--- src/hdl/fppa_pkg.sv ---
// Package for the fixed partition placement allocator.
// Holds the word types, command and policy codes and the controller to datapath links.
// No dependencies.
package fppa_pkg;

    localparam int MAX_PARTITIONS_DEF = 16;
    localparam int SIZE_BITS_DEF      = 16;

    localparam int CMD_W    = 2;
    localparam int PIDX_W   = 4;
    localparam int SVAL_W   = 16;
    localparam int PNUM_W   = 5;
    localparam int POLICY_W = 2;
    localparam int COUNT_W  = 5;
    localparam int APB_AW   = 3;
    localparam int APB_DW   = 32;

    localparam logic [CMD_W-1:0] CMD_LOAD  = 2'd0;
    localparam logic [CMD_W-1:0] CMD_CLEAR = 2'd1;
    localparam logic [CMD_W-1:0] CMD_ALLOC = 2'd2;

    localparam logic [POLICY_W-1:0] POL_FIRST = 2'd0;
    localparam logic [POLICY_W-1:0] POL_NEXT  = 2'd1;
    localparam logic [POLICY_W-1:0] POL_BEST  = 2'd2;
    localparam logic [POLICY_W-1:0] POL_WORST = 2'd3;

    localparam logic REG_POLICY = 1'b0;
    localparam logic REG_COUNT  = 1'b1;

    localparam logic [COUNT_W-1:0] COUNT_RESET = 5'd16;

    typedef struct packed {
        logic [CMD_W-1:0]  command;
        logic [PIDX_W-1:0] partition_index;
        logic [SVAL_W-1:0] size_value;
    } t_in_word;

    typedef struct packed {
        logic              granted;
        logic [PNUM_W-1:0] partition_number;
    } t_out_word;

    typedef struct packed {
        logic load_en;
        logic clear_en;
        logic scan_start;
        logic scan_issue;
        logic result_load;
    } t_dp_cmd;

    typedef struct packed {
        logic scan_empty;
        logic scan_last;
        logic out_free;
    } t_dp_status;

endpackage

--- src/hdl/fppa_ctrl.sv ---
// Controller state machine of the allocator: accepts words and sequences the scan.
// Depends on fppa_pkg.
module fppa_ctrl (
    input  logic                     i_clk,
    input  logic                     i_rst_n,
    input  logic                     i_in_valid,
    input  logic [fppa_pkg::CMD_W-1:0] i_command,
    output logic                     o_in_stall,
    input  fppa_pkg::t_dp_status     i_status,
    output fppa_pkg::t_dp_cmd        o_cmd
);
    import fppa_pkg::*;

    typedef enum logic [1:0] {
        ST_IDLE,
        ST_SCAN,
        ST_EVAL,
        ST_DONE
    } t_state;

    t_state r_state;
    t_state n_state;
    logic   w_accept;

    assign o_in_stall = (r_state != ST_IDLE);
    assign w_accept   = i_in_valid && (r_state == ST_IDLE);

    always_comb begin
        n_state = r_state;
        o_cmd   = '0;
        unique case (r_state)
            ST_IDLE: begin
                if (w_accept) begin
                    unique case (i_command)
                        CMD_LOAD:  o_cmd.load_en = 1'b1;
                        CMD_CLEAR: o_cmd.clear_en = 1'b1;
                        CMD_ALLOC: begin
                            o_cmd.scan_start = 1'b1;
                            n_state = i_status.scan_empty ? ST_DONE : ST_SCAN;
                        end
                        default: ;
                    endcase
                end
            end
            ST_SCAN: begin
                o_cmd.scan_issue = 1'b1;
                if (i_status.scan_last) begin
                    n_state = ST_EVAL;
                end
            end
            // The last read is compared in this cycle.
            ST_EVAL: n_state = ST_DONE;
            ST_DONE: begin
                if (i_status.out_free) begin
                    o_cmd.result_load = 1'b1;
                    n_state = ST_IDLE;
                end
            end
            default: n_state = ST_IDLE;
        endcase
    end

    always_ff @(posedge i_clk) begin
        if (!i_rst_n) begin
            r_state <= ST_IDLE;
        end else begin
            r_state <= n_state;
        end
    end

endmodule

--- src/hdl/fppa_dp.sv ---
// Datapath of the allocator: size memory, in-use marks, scan pointer, pick and result register.
// Depends on fppa_pkg.
module fppa_dp #(
    parameter int MAX_PARTITIONS = fppa_pkg::MAX_PARTITIONS_DEF,
    parameter int SIZE_BITS      = fppa_pkg::SIZE_BITS_DEF
) (
    input  logic                          i_clk,
    input  logic                          i_rst_n,
    input  fppa_pkg::t_in_word            i_in_word,
    input  logic [fppa_pkg::POLICY_W-1:0] i_policy,
    input  logic [fppa_pkg::COUNT_W-1:0]  i_count,
    input  fppa_pkg::t_dp_cmd             i_cmd,
    output fppa_pkg::t_dp_status          o_status,
    output logic                          o_out_valid,
    input  logic                          i_out_stall,
    output fppa_pkg::t_out_word           o_out_word
);
    import fppa_pkg::*;

    localparam int IDX_W  = (MAX_PARTITIONS > 2) ? $clog2(MAX_PARTITIONS) : 1;
    localparam int CNTW_A = $clog2(MAX_PARTITIONS + 1);
    localparam int CNT_W  = (CNTW_A > COUNT_W) ? CNTW_A : COUNT_W;

    logic [SIZE_BITS-1:0]      r_mem [MAX_PARTITIONS];
    logic [MAX_PARTITIONS-1:0] r_in_use;
    logic [IDX_W-1:0]          r_nf_pos;

    logic [IDX_W-1:0]     r_addr;
    logic [CNT_W-1:0]     r_left;
    logic [SIZE_BITS-1:0] r_req;
    logic [SIZE_BITS-1:0] r_rd_data;
    logic [IDX_W-1:0]     r_rd_idx;
    logic                 r_rd_free;
    logic                 r_rd_vld;
    logic                 r_found;
    logic [IDX_W-1:0]     r_pick_idx;
    logic [SIZE_BITS-1:0] r_pick_size;
    logic                 r_out_valid;
    t_out_word            r_out_word;

    logic [CNT_W-1:0] w_count_ext;
    logic [CNT_W-1:0] w_n;
    logic [CNT_W-1:0] w_ld_ext;
    logic             w_ld_ok;
    logic [IDX_W-1:0] w_start;
    logic             w_wrap;
    logic             w_qual;
    logic             w_take;
    logic [IDX_W:0]   w_pnum_full;

    // Active count saturates at the table depth.
    assign w_count_ext = CNT_W'(i_count);
    assign w_n = (w_count_ext > CNT_W'(MAX_PARTITIONS)) ? CNT_W'(MAX_PARTITIONS) : w_count_ext;

    assign w_ld_ext = CNT_W'(i_in_word.partition_index);
    assign w_ld_ok  = (w_ld_ext < CNT_W'(MAX_PARTITIONS));

    // Next fit starts at the saved position unless it is stale.
    assign w_start = ((i_policy == POL_NEXT) && (CNT_W'(r_nf_pos) < w_n)) ? r_nf_pos : '0;
    assign w_wrap  = (CNT_W'(r_addr) == (w_n - CNT_W'(1)));

    assign w_qual = r_rd_vld && r_rd_free && (r_rd_data >= r_req);

    always_comb begin
        case (i_policy)
            POL_BEST:  w_take = w_qual && (!r_found || (r_rd_data < r_pick_size));
            POL_WORST: w_take = w_qual && (!r_found || (r_rd_data > r_pick_size));
            default:   w_take = w_qual && !r_found;
        endcase
    end

    assign w_pnum_full = {1'b0, r_pick_idx} + (IDX_W + 1)'(1);

    assign o_status.scan_empty = (w_n == '0);
    assign o_status.scan_last  = (r_left == CNT_W'(1));
    assign o_status.out_free   = !r_out_valid || !i_out_stall;

    assign o_out_valid = r_out_valid;
    assign o_out_word  = r_out_word;

    // Size memory: one write port for loads, one registered read port for the scan.
    always_ff @(posedge i_clk) begin
        if (i_cmd.load_en && w_ld_ok) begin
            r_mem[w_ld_ext[IDX_W-1:0]] <= SIZE_BITS'(i_in_word.size_value);
        end
        r_rd_data <= r_mem[r_addr];
    end

    always_ff @(posedge i_clk) begin
        if (i_cmd.scan_start) begin
            r_addr <= w_start;
            r_left <= w_n;
            r_req  <= SIZE_BITS'(i_in_word.size_value);
        end else if (i_cmd.scan_issue) begin
            r_addr <= w_wrap ? '0 : r_addr + IDX_W'(1);
            r_left <= r_left - CNT_W'(1);
        end
        r_rd_idx  <= r_addr;
        r_rd_free <= !r_in_use[r_addr];
        if (w_take) begin
            r_pick_idx  <= r_rd_idx;
            r_pick_size <= r_rd_data;
        end
        if (i_cmd.result_load) begin
            r_out_word.granted          <= r_found;
            r_out_word.partition_number <= r_found ? PNUM_W'(w_pnum_full) : '0;
        end
    end

    always_ff @(posedge i_clk) begin
        if (!i_rst_n) begin
            r_in_use    <= '0;
            r_nf_pos    <= '0;
            r_rd_vld    <= 1'b0;
            r_found     <= 1'b0;
            r_out_valid <= 1'b0;
        end else begin
            r_rd_vld <= i_cmd.scan_issue;
            if (i_cmd.scan_start) begin
                r_found <= 1'b0;
            end else if (w_take) begin
                r_found <= 1'b1;
            end
            if (i_cmd.clear_en) begin
                r_in_use <= '0;
                r_nf_pos <= '0;
            end else if (i_cmd.result_load && r_found) begin
                r_in_use[r_pick_idx] <= 1'b1;
                if (i_policy == POL_NEXT) begin
                    r_nf_pos <= r_pick_idx;
                end
            end
            if (i_cmd.result_load) begin
                r_out_valid <= 1'b1;
            end else if (!i_out_stall) begin
                r_out_valid <= 1'b0;
            end
        end
    end

endmodule

--- src/hdl/fixed_partition_placement_allocator.sv ---
// An allocate word is processed in steps from acceptance until its result is registered: a start
// step, one read per active partition on the size memory's read port, a compare of the last read
// and a load of the result once the output register is free. With a zero count the scan and the
// compare are skipped. Load and clear words are carried out when they are accepted.
// Input words are stalled while a request is in progress; a waiting result does not block
// load or clear words. Requests are searched by first, next, best or worst fit, and the
// result carries the 1-based partition number, or zero with granted low.
// Top level of the allocator: configuration registers, controller and datapath.
// Depends on fppa_pkg, fppa_ctrl and fppa_dp.
module fixed_partition_placement_allocator #(
    parameter int MAX_PARTITIONS = fppa_pkg::MAX_PARTITIONS_DEF,
    parameter int SIZE_BITS      = fppa_pkg::SIZE_BITS_DEF
) (
    input  logic                        i_clk,
    input  logic                        i_rst_n,
    input  logic                        i_in_valid,
    output logic                        o_in_stall,
    input  fppa_pkg::t_in_word          i_in_word,
    output logic                        o_out_valid,
    input  logic                        i_out_stall,
    output fppa_pkg::t_out_word         o_out_word,
    input  logic                        psel,
    input  logic                        penable,
    input  logic                        pwrite,
    input  logic [fppa_pkg::APB_AW-1:0] paddr,
    input  logic [fppa_pkg::APB_DW-1:0] pwdata,
    output logic [fppa_pkg::APB_DW-1:0] prdata,
    output logic                        pready
);
    import fppa_pkg::*;

    logic [POLICY_W-1:0] r_policy;
    logic [COUNT_W-1:0]  r_count;
    logic                w_cfg_wr;
    logic                w_reg_sel;
    t_dp_cmd             w_cmd;
    t_dp_status          w_status;

    assign pready    = 1'b1;
    assign w_reg_sel = paddr[2];
    assign w_cfg_wr  = psel && penable && pwrite && pready;

    always_comb begin
        unique case (w_reg_sel)
            REG_POLICY: prdata = APB_DW'(r_policy);
            REG_COUNT:  prdata = APB_DW'(r_count);
            default:    prdata = '0;
        endcase
    end

    always_ff @(posedge i_clk) begin
        if (!i_rst_n) begin
            r_policy <= POL_FIRST;
            r_count  <= COUNT_RESET;
        end else if (w_cfg_wr) begin
            if (w_reg_sel == REG_POLICY) begin
                r_policy <= pwdata[POLICY_W-1:0];
            end else begin
                r_count <= pwdata[COUNT_W-1:0];
            end
        end
    end

    fppa_ctrl u_ctrl (
        .i_clk      (i_clk),
        .i_rst_n    (i_rst_n),
        .i_in_valid (i_in_valid),
        .i_command  (i_in_word.command),
        .o_in_stall (o_in_stall),
        .i_status   (w_status),
        .o_cmd      (w_cmd)
    );

    fppa_dp #(
        .MAX_PARTITIONS (MAX_PARTITIONS),
        .SIZE_BITS      (SIZE_BITS)
    ) u_dp (
        .i_clk       (i_clk),
        .i_rst_n     (i_rst_n),
        .i_in_word   (i_in_word),
        .i_policy    (r_policy),
        .i_count     (r_count),
        .i_cmd       (w_cmd),
        .o_status    (w_status),
        .o_out_valid (o_out_valid),
        .i_out_stall (i_out_stall),
        .o_out_word  (o_out_word)
    );

    // A result is only loaded when the output register is free or being emptied.
    a_result_room: assert property (@(posedge i_clk) disable iff (!i_rst_n)
        w_cmd.result_load |-> w_status.out_free)
        else $error("result loaded over an untaken word");

    // Scanning never overlaps with accepting a new input word.
    a_scan_stalls: assert property (@(posedge i_clk) disable iff (!i_rst_n)
        w_cmd.scan_issue |-> o_in_stall)
        else $error("input accepted during scan");

    // At most one datapath operation is commanded per cycle.
    a_one_cmd: assert property (@(posedge i_clk) disable iff (!i_rst_n)
        $onehot0({w_cmd.load_en, w_cmd.clear_en, w_cmd.scan_start, w_cmd.scan_issue,
                  w_cmd.result_load}))
        else $error("conflicting datapath commands");

    // A refused request reports partition number zero.
    a_no_grant_zero: assert property (@(posedge i_clk) disable iff (!i_rst_n)
        (o_out_valid && !o_out_word.granted) |-> (o_out_word.partition_number == '0))
        else $error("nonzero partition number without grant");

endmodule
--- config.mk ---
export PLATFORM = sky130hd
export DESIGN_NAME = fixed_partition_placement_allocator
export DESIGN_NICKNAME = d
export VERILOG_FILES = /design/src/hdl/fppa_pkg.sv /design/src/hdl/fppa_ctrl.sv /design/src/hdl/fppa_dp.sv /design/src/hdl/fixed_partition_placement_allocator.sv
export SDC_FILE = /design/constraint.sdc
export NUM_CORES = 1
export LEC_CHECK = 0
export ABC_CLOCK_PERIOD_IN_PS = 5950
export BUFFER_PORTS_ARGS = -buffer_cell sky130_fd_sc_hd__buf_2
export CORE_ASPECT_RATIO = 1.4
export CORE_MARGIN = 2
export CORE_UTILIZATION = 50
export DETAILED_ROUTE_END_ITERATION = 12
export GPL_ROUTABILITY_DRIVEN = 0
export PLACE_DENSITY = 0.71
export SETUP_SLACK_MARGIN = 0.1
export SYNTH_ARGS = -nofsm -noshare
export SYNTH_HDL_FRONTEND = slang
export SYNTH_HIERARCHICAL = 1
export SYNTH_SLANG_ARGS = --single-unit
export TNS_END_PERCENT = 20
--- constraint.sdc ---
create_clock -name i_clk -period 5.95 [get_ports i_clk]
set_clock_uncertainty 0.15 [all_clocks]
set_input_delay 0.595 -clock i_clk [delete_from_list [all_inputs] [get_ports i_clk]]
set_output_delay 0.595 -clock i_clk [all_outputs]
set_load 0.1 [all_outputs]
==> results.toml, run 1 <==
[critical_path]
timing.reg2reg.worst_path_depth = 7
max_stage_delay_ps = 870
crit_path_max_fanout = 9
timing.critical_path.to = "u_dp/r_mem[2][1]"
critical_path.n_buffers_inverters = 2
r2r_setup_slack_ps = 2190
critical_path_cell_count = 7
worstPathArrival_ps = 3830
cp.required_ps = 6030
worst_r2r_endpoint = "u_dp/r_mem[2][1]"
crit_path_start = "u_ctrl/r_state[0]"
r2r_start = "u_ctrl/r_state[0]"
critPathSlowestCell = "sky130_fd_sc_hd__nor2_1"
cpLargestDelayFamily = "simple AND/OR/NAND/NOR gates"
timing.critical_path.cells = "inv_1, ha_1, nand2_1, nor3_1, or3b_2, nor2_1, buf_4"
worst_setup_path_start_kind = "register"
crit_path_end_kind = "register"
critical_path_class = "register to register"

[power_and_ir_drop]
total_leakage_power_nw = 6.00
power_frac_clock_pct = 31.8
post-layout-total-power_w = 0.00680
irDropWorstVdd_mv = 0.240
pwr_density_cell_nw_per_um2 = 409
p_int_w = 0.00478
sw_share_pct = 29.7
power.switching_w = 0.00202
combPwrFrac_pct = 23.5
share_seq_of_total_power_pct = 44.8

[flow_run]
max-cap-violations = 0

[sta]
max_slew_margin_pct = 22.2
tightestPinTransition_ps = 1170
period_share_pct = 63.1
setup_viol = 0
hold_violations = 0
period_minus_slack_ps = 3760
highest_clock_frequency_the_design_can_meet_mhz = 266
rsz0062_at_grt = "no"
finalMaxSlewViolations = 0
setup_tns_final_ps = 0

[floorplan]
io-pin-count = 105
core.rowCount = 74
floorplan_core_area_um2 = 29300
die_height_um = 208
initial_utilization_pct = 50.8
floorplan_die_area_um2 = 31200
fp.dieW_um = 150

[clock_network]
tritoncts_sink_count = 360
clkTransAtPathRegs_ps = 60
resized_gates_after_cts = 0
cts.root.buffer_cell = "sky130_fd_sc_hd__clkbuf_16"
ctsLongestPathBuffers = 3
hold_buffers = 0
clk-insertion-delay-late_ps = 530
tritoncts = "yes"
numCtsBuffers = 35
number_of_h_tree_levels = 2
postCtsSetupRepairBufs = 0

[detailed_routing]
dr_total_vias = 7963
detail_route.first_pass.iterations = 5
route.final.wire_length_um = 29700
drc_errors = 0
wl_per_cell_um = 20.8
antenna_violating_nets_post_route = 0
drt-initial-drc-count = 485
routed_via_density = 5.57

[synth]
synth.top_cells.by_count = "307 x sky130_fd_sc_hd__edfxtp_1, 63 x sky130_fd_sc_hd__mux2i_1, 53 x sky130_fd_sc_hd__dfxtp_1"
postSynthRegisterBits = 360
yosys.cell_count.top_type = "sky130_fd_sc_hd__edfxtp_1"
syn-cell-area_um2 = 14900
synth_edf_count = 307
synth.top_cells.by_area = "sky130_fd_sc_hd__edfxtp_1 62%, sky130_fd_sc_hd__dfxtp_1 7.1%, sky130_fd_sc_hd__mux4_2 5.1%"
postSynth.asyncResetShare_pct = 0
postSynthCellCount = 953
synth_flop_cell = "sky130_fd_sc_hd__edfxtp_1"
synth_area_leader_cell = "sky130_fd_sc_hd__edfxtp_1"
mapped_avg_cell_area_um2 = 15.6
synth.top_cell.area_share_pct = 62.0
sequential_element_share_of_the_synthesized_area_pct = 69.1
post_synth_num_cell_types = 53
yosys_warnings = 6

[global_route]
overflow = 0
global_route.usage.total_pct = 19.3
grt_start_max_net_pins = 107
first_global_vias = 7910
antenna_found_initial = 0
first_pass_grt_wire_length_um = 45100

[final_layout]
drive_gt1_share_pct = 17.2
num_antenna_cells = 0
finish.net_count = 1136
regArea_um2 = 10300
multiInputGateArea_um2 = 4150
fillerInstances = 2256
area_growth_pct = 11.8

[status]
run_status = "complete, no violations"

[placed_design]
numPortBuffers = 47
hpwlAfterDp_um = 17700

[worst_hold_path]
worst_hold_class = "input pin to register"
-- final cells by class --
cell class              instances  share of cell area, %
multi-input cells             509                   25.0
clock inverters                15                  0.828
flip-flops and latches        360                   61.8
inverters                      48                   1.08
well taps                     380                   2.86
repair buffers                 70                   2.53
clock buffers                  48                   5.93
-- worst min-delay path, cell delays in order --
cell and delay, ps:
sky130_fd_sc_hd__buf_2 90, sky130_fd_sc_hd__nand2_1 50, sky130_fd_sc_hd__mux2i_1 60
-- sequential cells by signal, summed over array words and instances, names as in the netlist --
signal	count
u_dp/o_out_valid	1
u_dp/r_rd_data	16
u_ctrl/r_state	2
u_dp/r_rd_idx	4
u_dp/r_nf_pos	4
u_dp/r_req	16
u_dp/r_left	5
u_dp/r_rd_free	1
u_dp/r_pick_idx	4
u_dp/r_found	1
r_policy	2
u_dp/r_pick_size	16
u_dp/o_out_word	6
u_dp/r_mem	256
u_dp/r_rd_vld	1
r_count	5
u_dp/r_in_use	16
u_dp/r_addr	4
-- worst min-delay path by stage --
stage	from	endpoint	cells after the start
6_report	pwdata[2]	r_count[2]	3
5_1_grt	pwdata[2]	r_count[2]	3
4_1_cts	pwdata[2]	r_count[2]	3
3_5_place_dp	u_dp/r_rd_idx[0]	u_dp/r_pick_idx[0]	0
3_3_place_gp	u_dp/r_rd_idx[2]	u_dp/r_pick_idx[2]	0
2_1_floorplan	u_dp/r_addr[3]	u_dp/r_rd_idx[3]	0
-- layout by cell type, fill, tap and decap left out, types with 5 or more instances in the layout --
cell / instances
sky130_fd_sc_hd__clkinv_1: 6
sky130_fd_sc_hd__buf_4: 22
sky130_fd_sc_hd__nor2_1: 47
sky130_fd_sc_hd__nand2b_1: 10
sky130_fd_sc_hd__mux2i_1: 63
sky130_fd_sc_hd__clkbuf_1: 8
sky130_fd_sc_hd__a22oi_1: 17
sky130_fd_sc_hd__and3_1: 6
sky130_fd_sc_hd__o21ai_0: 35
sky130_fd_sc_hd__a21oi_1: 48
sky130_fd_sc_hd__nor2b_1: 8
sky130_fd_sc_hd__inv_1: 48
sky130_fd_sc_hd__conb_1: 28
sky130_fd_sc_hd__mux2_2: 13
sky130_fd_sc_hd__mux4_2: 34
sky130_fd_sc_hd__dfxtp_1: 53
sky130_fd_sc_hd__nand2_1: 44
sky130_fd_sc_hd__xnor2_1: 6
sky130_fd_sc_hd__edfxtp_1: 307
sky130_fd_sc_hd__and2_1: 5
sky130_fd_sc_hd__clkbuf_16: 36
sky130_fd_sc_hd__xor2_1: 7
sky130_fd_sc_hd__buf_2: 47
sky130_fd_sc_hd__o21ai_1: 6
sky130_fd_sc_hd__ha_1: 48
sky130_fd_sc_hd__a221oi_1: 16
sky130_fd_sc_hd__nand4_1: 6
sky130_fd_sc_hd__mux2_1: 6
-- cell families after synthesis --
group,count (synthesis),share of synthesized area (%)
AO/OA/AOI/OAI,149,6.22
other,2,0.0505
adder cells (fa/ha/maj),48,4.04
AND/OR/NAND/NOR,155,5.11
multiplexers,116,10.8
XOR/XNOR,13,0.766
flip-flops,360,69.1
buffers and inverters,110,3.86
-- power by group through the flow --
stage,Combinational (W),Clock [W],Sequential [W]
after global placement,0.00157,0,0.00309
after CTS,0.00162,0.00221,0.00304
final,0.00160,0.00216,0.00305
after detailed placement,0.00160,0,0.00310
after global routing,0.00176,0.00230,0.00306
after floorplan,0.00120,0,0.00306
-- metrics by stage --
step | hold WS [ps] | utilization (%) | instance area (µm²) | worst slack [ps] | std cells
final | 177 | 56.8 | 16600 | 2190 | 1430
after floorplan | 196 | - | 15000 | 2680 | 979
after detailed placement | 239 | 53.0 | 15500 | 2220 | 1367
after global routing | 183 | 56.8 | 16600 | 2030 | 1430
after CTS | 162 | 56.8 | 16600 | 2200 | 1430
after global placement | 237 | 53.0 | 15500 | 2290 | 1367
-- metal layers --
layer / GRT usage (%) / part of all wire [%] / up-vias
met5: 0 / 0 / -
met4: 7.19 / 3.0 / 0
met3: 2.89 / 5.3 / 53
met2: 32.8 / 51 / 244
met1: 25.1 / 41 / 3952
li1: - / - / 3714
Power figures use the tool's default switching activity.
==> inputs of run 2 (changes only) <==
--- a/config.mk
+++ b/config.mk
@@ -5,7 +5,7 @@
 export SDC_FILE = /design/constraint.sdc
 export NUM_CORES = 1
 export LEC_CHECK = 0
-export ABC_CLOCK_PERIOD_IN_PS = 5950
+export ABC_CLOCK_PERIOD_IN_PS = 3600
 export BUFFER_PORTS_ARGS = -buffer_cell sky130_fd_sc_hd__buf_2
 export CORE_ASPECT_RATIO = 1.4
 export CORE_MARGIN = 2
==> constraint.sdc (replaced) <==
create_clock -name i_clk -period 3.6 [get_ports i_clk]
set_clock_uncertainty 0.15 [all_clocks]
set_input_delay 0.36 -clock i_clk [delete_from_list [all_inputs] [get_ports i_clk]]
set_output_delay 0.36 -clock i_clk [all_outputs]
set_load 0.1 [all_outputs]
==> results.toml, run 2 (synthesis results as in run 1) <==
[global_route]
antenna_found_initial = 1
overflow = 0
first_global_vias = 8076
grt_start_max_net_pins = 63
global_route.usage.total_pct = 19.5
first_pass_grt_wire_length_um = 45600

[critical_path]
crit_path_end_kind = "register"
worst_setup_path_start_kind = "register"
worstPathArrival_ps = 2860
crit_path_max_fanout = 20
cp.required_ps = 3640
critical_path_class = "register to register"

[clock_network]
postCtsSetupRepairBufs = 0
resized_gates_after_cts = 0
clk-insertion-delay-late_ps = 520
number_of_h_tree_levels = 2
ctsLongestPathBuffers = 3
tritoncts_sink_count = 360
cts.root.buffer_cell = "sky130_fd_sc_hd__clkbuf_16"
numCtsBuffers = 35
clkTransAtPathRegs_ps = 60
tritoncts = "yes"

[power_and_ir_drop]
irDropWorstVdd_mv = 0.485
power_frac_clock_pct = 30.7
pwr_density_cell_nw_per_um2 = 665
post-layout-total-power_w = 0.0111
p_int_w = 0.00780
share_seq_of_total_power_pct = 45.6
sw_share_pct = 29.8
total_leakage_power_nw = 6.06
power.switching_w = 0.00330
combPwrFrac_pct = 23.7

[status]
run_status = "complete, no violations"

[sta]
setup_tns_final_ps = 0
period_minus_slack_ps = 2820
setup_viol = 0
tightestPinTransition_ps = 819
highest_clock_frequency_the_design_can_meet_mhz = 355
rsz0062_at_grt = "no"
period_share_pct = 78.3
hold_violations = 0
finalMaxSlewViolations = 0
max_slew_margin_pct = 45.4

[final_layout]
drive_gt1_share_pct = 18.0
regArea_um2 = 10300
most-common-layout-cells = "307 x sky130_fd_sc_hd__edfxtp_1, 63 x sky130_fd_sc_hd__mux2i_1, 53 x sky130_fd_sc_hd__dfxtp_1"
finish.net_count = 1154
area_growth_pct = 12.3
fillerInstances = 2266
multiInputGateArea_um2 = 4150
most_common_cell_after_layout_fill_and_taps_aside = "sky130_fd_sc_hd__edfxtp_1"
final_util_pct = 57.1
max_ffs_per_register = 256

[floorplan]
floorplan_core_area_um2 = 29300
fp.dieW_um = 150
core.rowCount = 74
io-pin-count = 105
die_height_um = 208
floorplan_die_area_um2 = 31200
initial_utilization_pct = 50.8

[detailed_routing]
dr_total_vias = 8063
drt-initial-drc-count = 567
antenna_violating_nets_post_route = 0
wl_per_cell_um = 20.7
drc_errors = 0
route.final.wire_length_um = 29900
routed-wl-met3_um = 1550
detail_route.first_pass.iterations = 5
top_signal_layer_used = "met4"
route.met2.wl_um = 15600
routed_metal_1_wirelength_um = 11800
routed_via_density = 5.58

[placed_design]
hpwlAfterDp_um = 18800
numPortBuffers = 47

[worst_hold_path]
worst_hold_class = "input pin to register"

[flow_run]
max-cap-violations = 0
run 2: changes by cell type in the layout (fill, tap and decap cells not counted), moves of 2 or more:
cell	change
sky130_fd_sc_hd__dlygate4sd3_1	+6
sky130_fd_sc_hd__clkbuf_8	-3
sky130_fd_sc_hd__clkbuf_1	+2
sky130_fd_sc_hd__clkinvlp_4	-2
sky130_fd_sc_hd__buf_4	+12
sky130_fd_sc_hd__clkinv_1	-5
sky130_fd_sc_hd__clkinv_2	+4
run 2: layout make-up:
| type | count | area share, % |
|---|---|---|
| sequential | 360 | 61.6 |
| tap | 380 | 2.85 |
| inverter | 48 | 1.08 |
| multi-input combinational | 509 | 24.8 |
| clock inverter | 12 | 0.697 |
| antenna | 1 | 0.0150 |
| clock buffer | 46 | 5.55 |
| timing repair buffer | 88 | 3.42 |
run 2: timing repair:
action                                  in CTS  in global routing
endpoints found under the setup margin       0                  0
hold endpoints to repair                     8                  0
hold buffers                                 6                  0
run 2: worst paths after layout:
kind / startpoint / to / slack, ps / cells after the start
max: u_dp/r_pick_size[13] / u_dp/r_pick_size[11] / 780 / 9
min: i_in_word[4] / u_dp/r_mem[3][4] / 70 / 1
max reg2reg: u_dp/r_pick_size[13] / u_dp/r_pick_size[11] / 780 / 9
min reg2reg: u_dp/r_rd_idx[3] / u_dp/r_pick_idx[3] / 250 / 0
run 2: worst max-delay path, cell delays in order (launching register included):
cell                       delay [ps]
sky130_fd_sc_hd__edfxtp_1         320
sky130_fd_sc_hd__inv_1             40
sky130_fd_sc_hd__ha_1             290
sky130_fd_sc_hd__nand4_1          200
sky130_fd_sc_hd__or4_1            590
sky130_fd_sc_hd__a21o_1           180
sky130_fd_sc_hd__a31oi_1          180
sky130_fd_sc_hd__o21ai_1          110
sky130_fd_sc_hd__a21oi_2          140
sky130_fd_sc_hd__buf_4            290
run 2: routing by layer:
layer / vias to the layer above / track usage [%]
met5: - / 0
met2: 231 / 34.0
met4: 0 / 7.55
li1: 3750 / -
met3: 64 / 3.22
met1: 4018 / 24.2
run 2: power groups by stage:
stage	combinational, W	clock [W]	sequential [W]
after floorplan	0.00199	0	0.00506
final	0.00263	0.00341	0.00506
after global placement	0.00259	0	0.00514
after detailed placement	0.00264	0	0.00515
after global routing	0.00288	0.00362	0.00509
after CTS	0.00266	0.00349	0.00506
run 2: through the flow:
step	instances	area (µm²)	setup slack (ps)	hold slack [ps]
final	1444	16700	780	72.0
after floorplan	979	15000	334	196
after global placement	1379	15600	849	236
after detailed placement	1379	15600	773	239
after global routing	1444	16700	621	75.8
after CTS	1443	16700	757	49.9
==> inputs of run 3 (changes only) <==
--- a/config.mk
+++ b/config.mk
@@ -5,7 +5,7 @@
 export SDC_FILE = /design/constraint.sdc
 export NUM_CORES = 1
 export LEC_CHECK = 0
-export ABC_CLOCK_PERIOD_IN_PS = 3600
+export ABC_CLOCK_PERIOD_IN_PS = 2800
 export BUFFER_PORTS_ARGS = -buffer_cell sky130_fd_sc_hd__buf_2
 export CORE_ASPECT_RATIO = 1.4
 export CORE_MARGIN = 2
==> constraint.sdc (replaced) <==
create_clock -name i_clk -period 2.8 [get_ports i_clk]
set_clock_uncertainty 0.15 [all_clocks]
set_input_delay 0.28 -clock i_clk [delete_from_list [all_inputs] [get_ports i_clk]]
set_output_delay 0.28 -clock i_clk [all_outputs]
set_load 0.1 [all_outputs]
==> results.toml, run 3 (synthesis results as in run 1) <==
[clock_network]
numCtsBuffers = 34
tritoncts_sink_count = 360
clk-insertion-delay-late_ps = 520
clkTransAtPathRegs_ps = 60
ctsLongestPathBuffers = 3
number_of_h_tree_levels = 2
cts.root.buffer_cell = "sky130_fd_sc_hd__clkbuf_16"
tritoncts = "yes"

[placed_design]
instance_area_after_placement_um2 = 15700
hpwlAfterDp_um = 19500
pre_cts_slack_ps = 141
numPortBuffers = 47

[power_and_ir_drop]
post-layout-total-power_w = 0.0148
total_leakage_power_nw = 6.28
irDropWorstVdd_mv = 0.587
pwr_density_cell_nw_per_um2 = 856

[detailed_routing]
drc_errors = 0
antenna_violating_nets_post_route = 0
routed_via_density = 5.56
route.final.wire_length_um = 30700
dr_total_vias = 8221
detail_route.first_pass.iterations = 6
wl_per_cell_um = 20.8
drt-initial-drc-count = 596

[sta]
period_minus_slack_ps = 2660
highest_clock_frequency_the_design_can_meet_mhz = 376
final_critical_path_setup_slack_ps = 138
hold_violations = 0
setup_viol = 0
tightestPinTransition_ps = 752
rsz0062_at_grt = "yes"
hold-worst-slack_ps = 13.2
finalMaxSlewViolations = 0
setup_tns_final_ps = 0
max_slew_margin_pct = 49.9
period_share_pct = 95.1

[critical_path]
critical_path_class = "register to register"
max_stage_delay_ps = 510
crit_path_end_kind = "register"
crit_path_max_fanout = 5
cp.required_ps = 2880
critPathSlowestCell = "sky130_fd_sc_hd__or4_4"
timing.reg2reg.worst_path_depth = 9
critical_path_cell_count = 9
worst_setup_path_start_kind = "register"
cpLargestDelayFamily = "simple AND/OR/NAND/NOR gates"
worstPathArrival_ps = 2740
timing.critical_path.cells = "ha_4, nand4_1, or4_4, a21o_1, a31oi_2, o21ai_2, a21oi_4, buf_6, buf_8"
critical_path.n_buffers_inverters = 2

[final_layout]
drive_gt1_share_pct = 20.7
postLayoutCellArea_um2 = 17300
most_common_cell_after_layout_fill_and_taps_aside = "sky130_fd_sc_hd__edfxtp_1"
max_ffs_per_register = 256
area_growth_pct = 16.0
finish.net_count = 1183
fillerInstances = 2231
most-common-layout-cells = "307 x sky130_fd_sc_hd__edfxtp_1, 63 x sky130_fd_sc_hd__mux2i_1, 53 x sky130_fd_sc_hd__dfxtp_1"

[global_route]
global_route.usage.total_pct = 19.8
overflow = 0
first_pass_grt_wire_length_um = 46400
first_global_vias = 8219
antenna_found_initial = 1
grt_start_max_net_pins = 42

[floorplan]
initial_utilization_pct = 50.8
floorplan_core_area_um2 = 29300
core.rowCount = 74
die_height_um = 208
fp.dieW_um = 150
io-pin-count = 105
floorplan_die_area_um2 = 31200

[status]
run_status = "complete, no violations"

[flow_run]
max-cap-violations = 0

[worst_hold_path]
worst_hold_class = "input pin to register"
whs_path_depth = 1
-- run 3: cell count changes in the layout (fill, tap and decap cells not counted), sizes merged --
cell         before  now
inv              50   49
buf              82   98
clkinv            8   12
bufinv            2    3
dlygate4sd3       6   18
clkinvlp          0    2
-- run 3: cell type report --
type	instances	area, µm²	area share, %
antenna	1	2.50	0.0145
clock buffer	44	962	5.58
clock inverter	18	168	0.972
inverter	48	180	1.04
multi-input combinational	509	4240	24.6
sequential	360	10300	59.6
tap	380	475	2.76
timing repair buffer	118	950	5.50
-- run 3: what timing repair did --
action	CTS	global route
hold endpoints to repair	186	0
buffers inserted	0	4
resized for setup	0	21
endpoints found under the setup margin	0	84
hold buffers	18	0
-- run 3: per-layer routing --
layer	part of all wire, %	track usage, %	vias to the layer above
met5	0	0	-
met4	3.3	7.48	0
met3	4.8	3.66	70
met2	52	34.3	256
met1	39	24.7	4074
li1	-	-	3821
-- run 3: power breakdown --
group	internal, W	total, W	leakage, nW	switching (W)
Combinational	0.00146	0.00364	2.53	0.00218
Sequential	0.00622	0.00651	3.21	0.000283
Clock	0.00271	0.00462	0.553	0.00190
-- run 3: stage by stage --
stage / cells / util, %
detailed placement: 1390 / 53.8
global placement: 1390 / 53.8
finish: 1478 / 59.0
global route: 1478 / 59.0
floorplan: 979 / -
CTS: 1470 / 58.3
-- run 3: path summary, 6_finish.rpt --
check | from | end | slack, ps
max | u_dp/r_rd_data[10] | u_dp/r_pick_size[3] | 140
min | i_in_word[5] | u_dp/r_mem[0][5] | 10
max reg2reg | u_dp/r_rd_data[10] | u_dp/r_pick_size[3] | 140
min reg2reg | u_dp/r_rd_idx[1] | u_dp/r_pick_idx[1] | 250
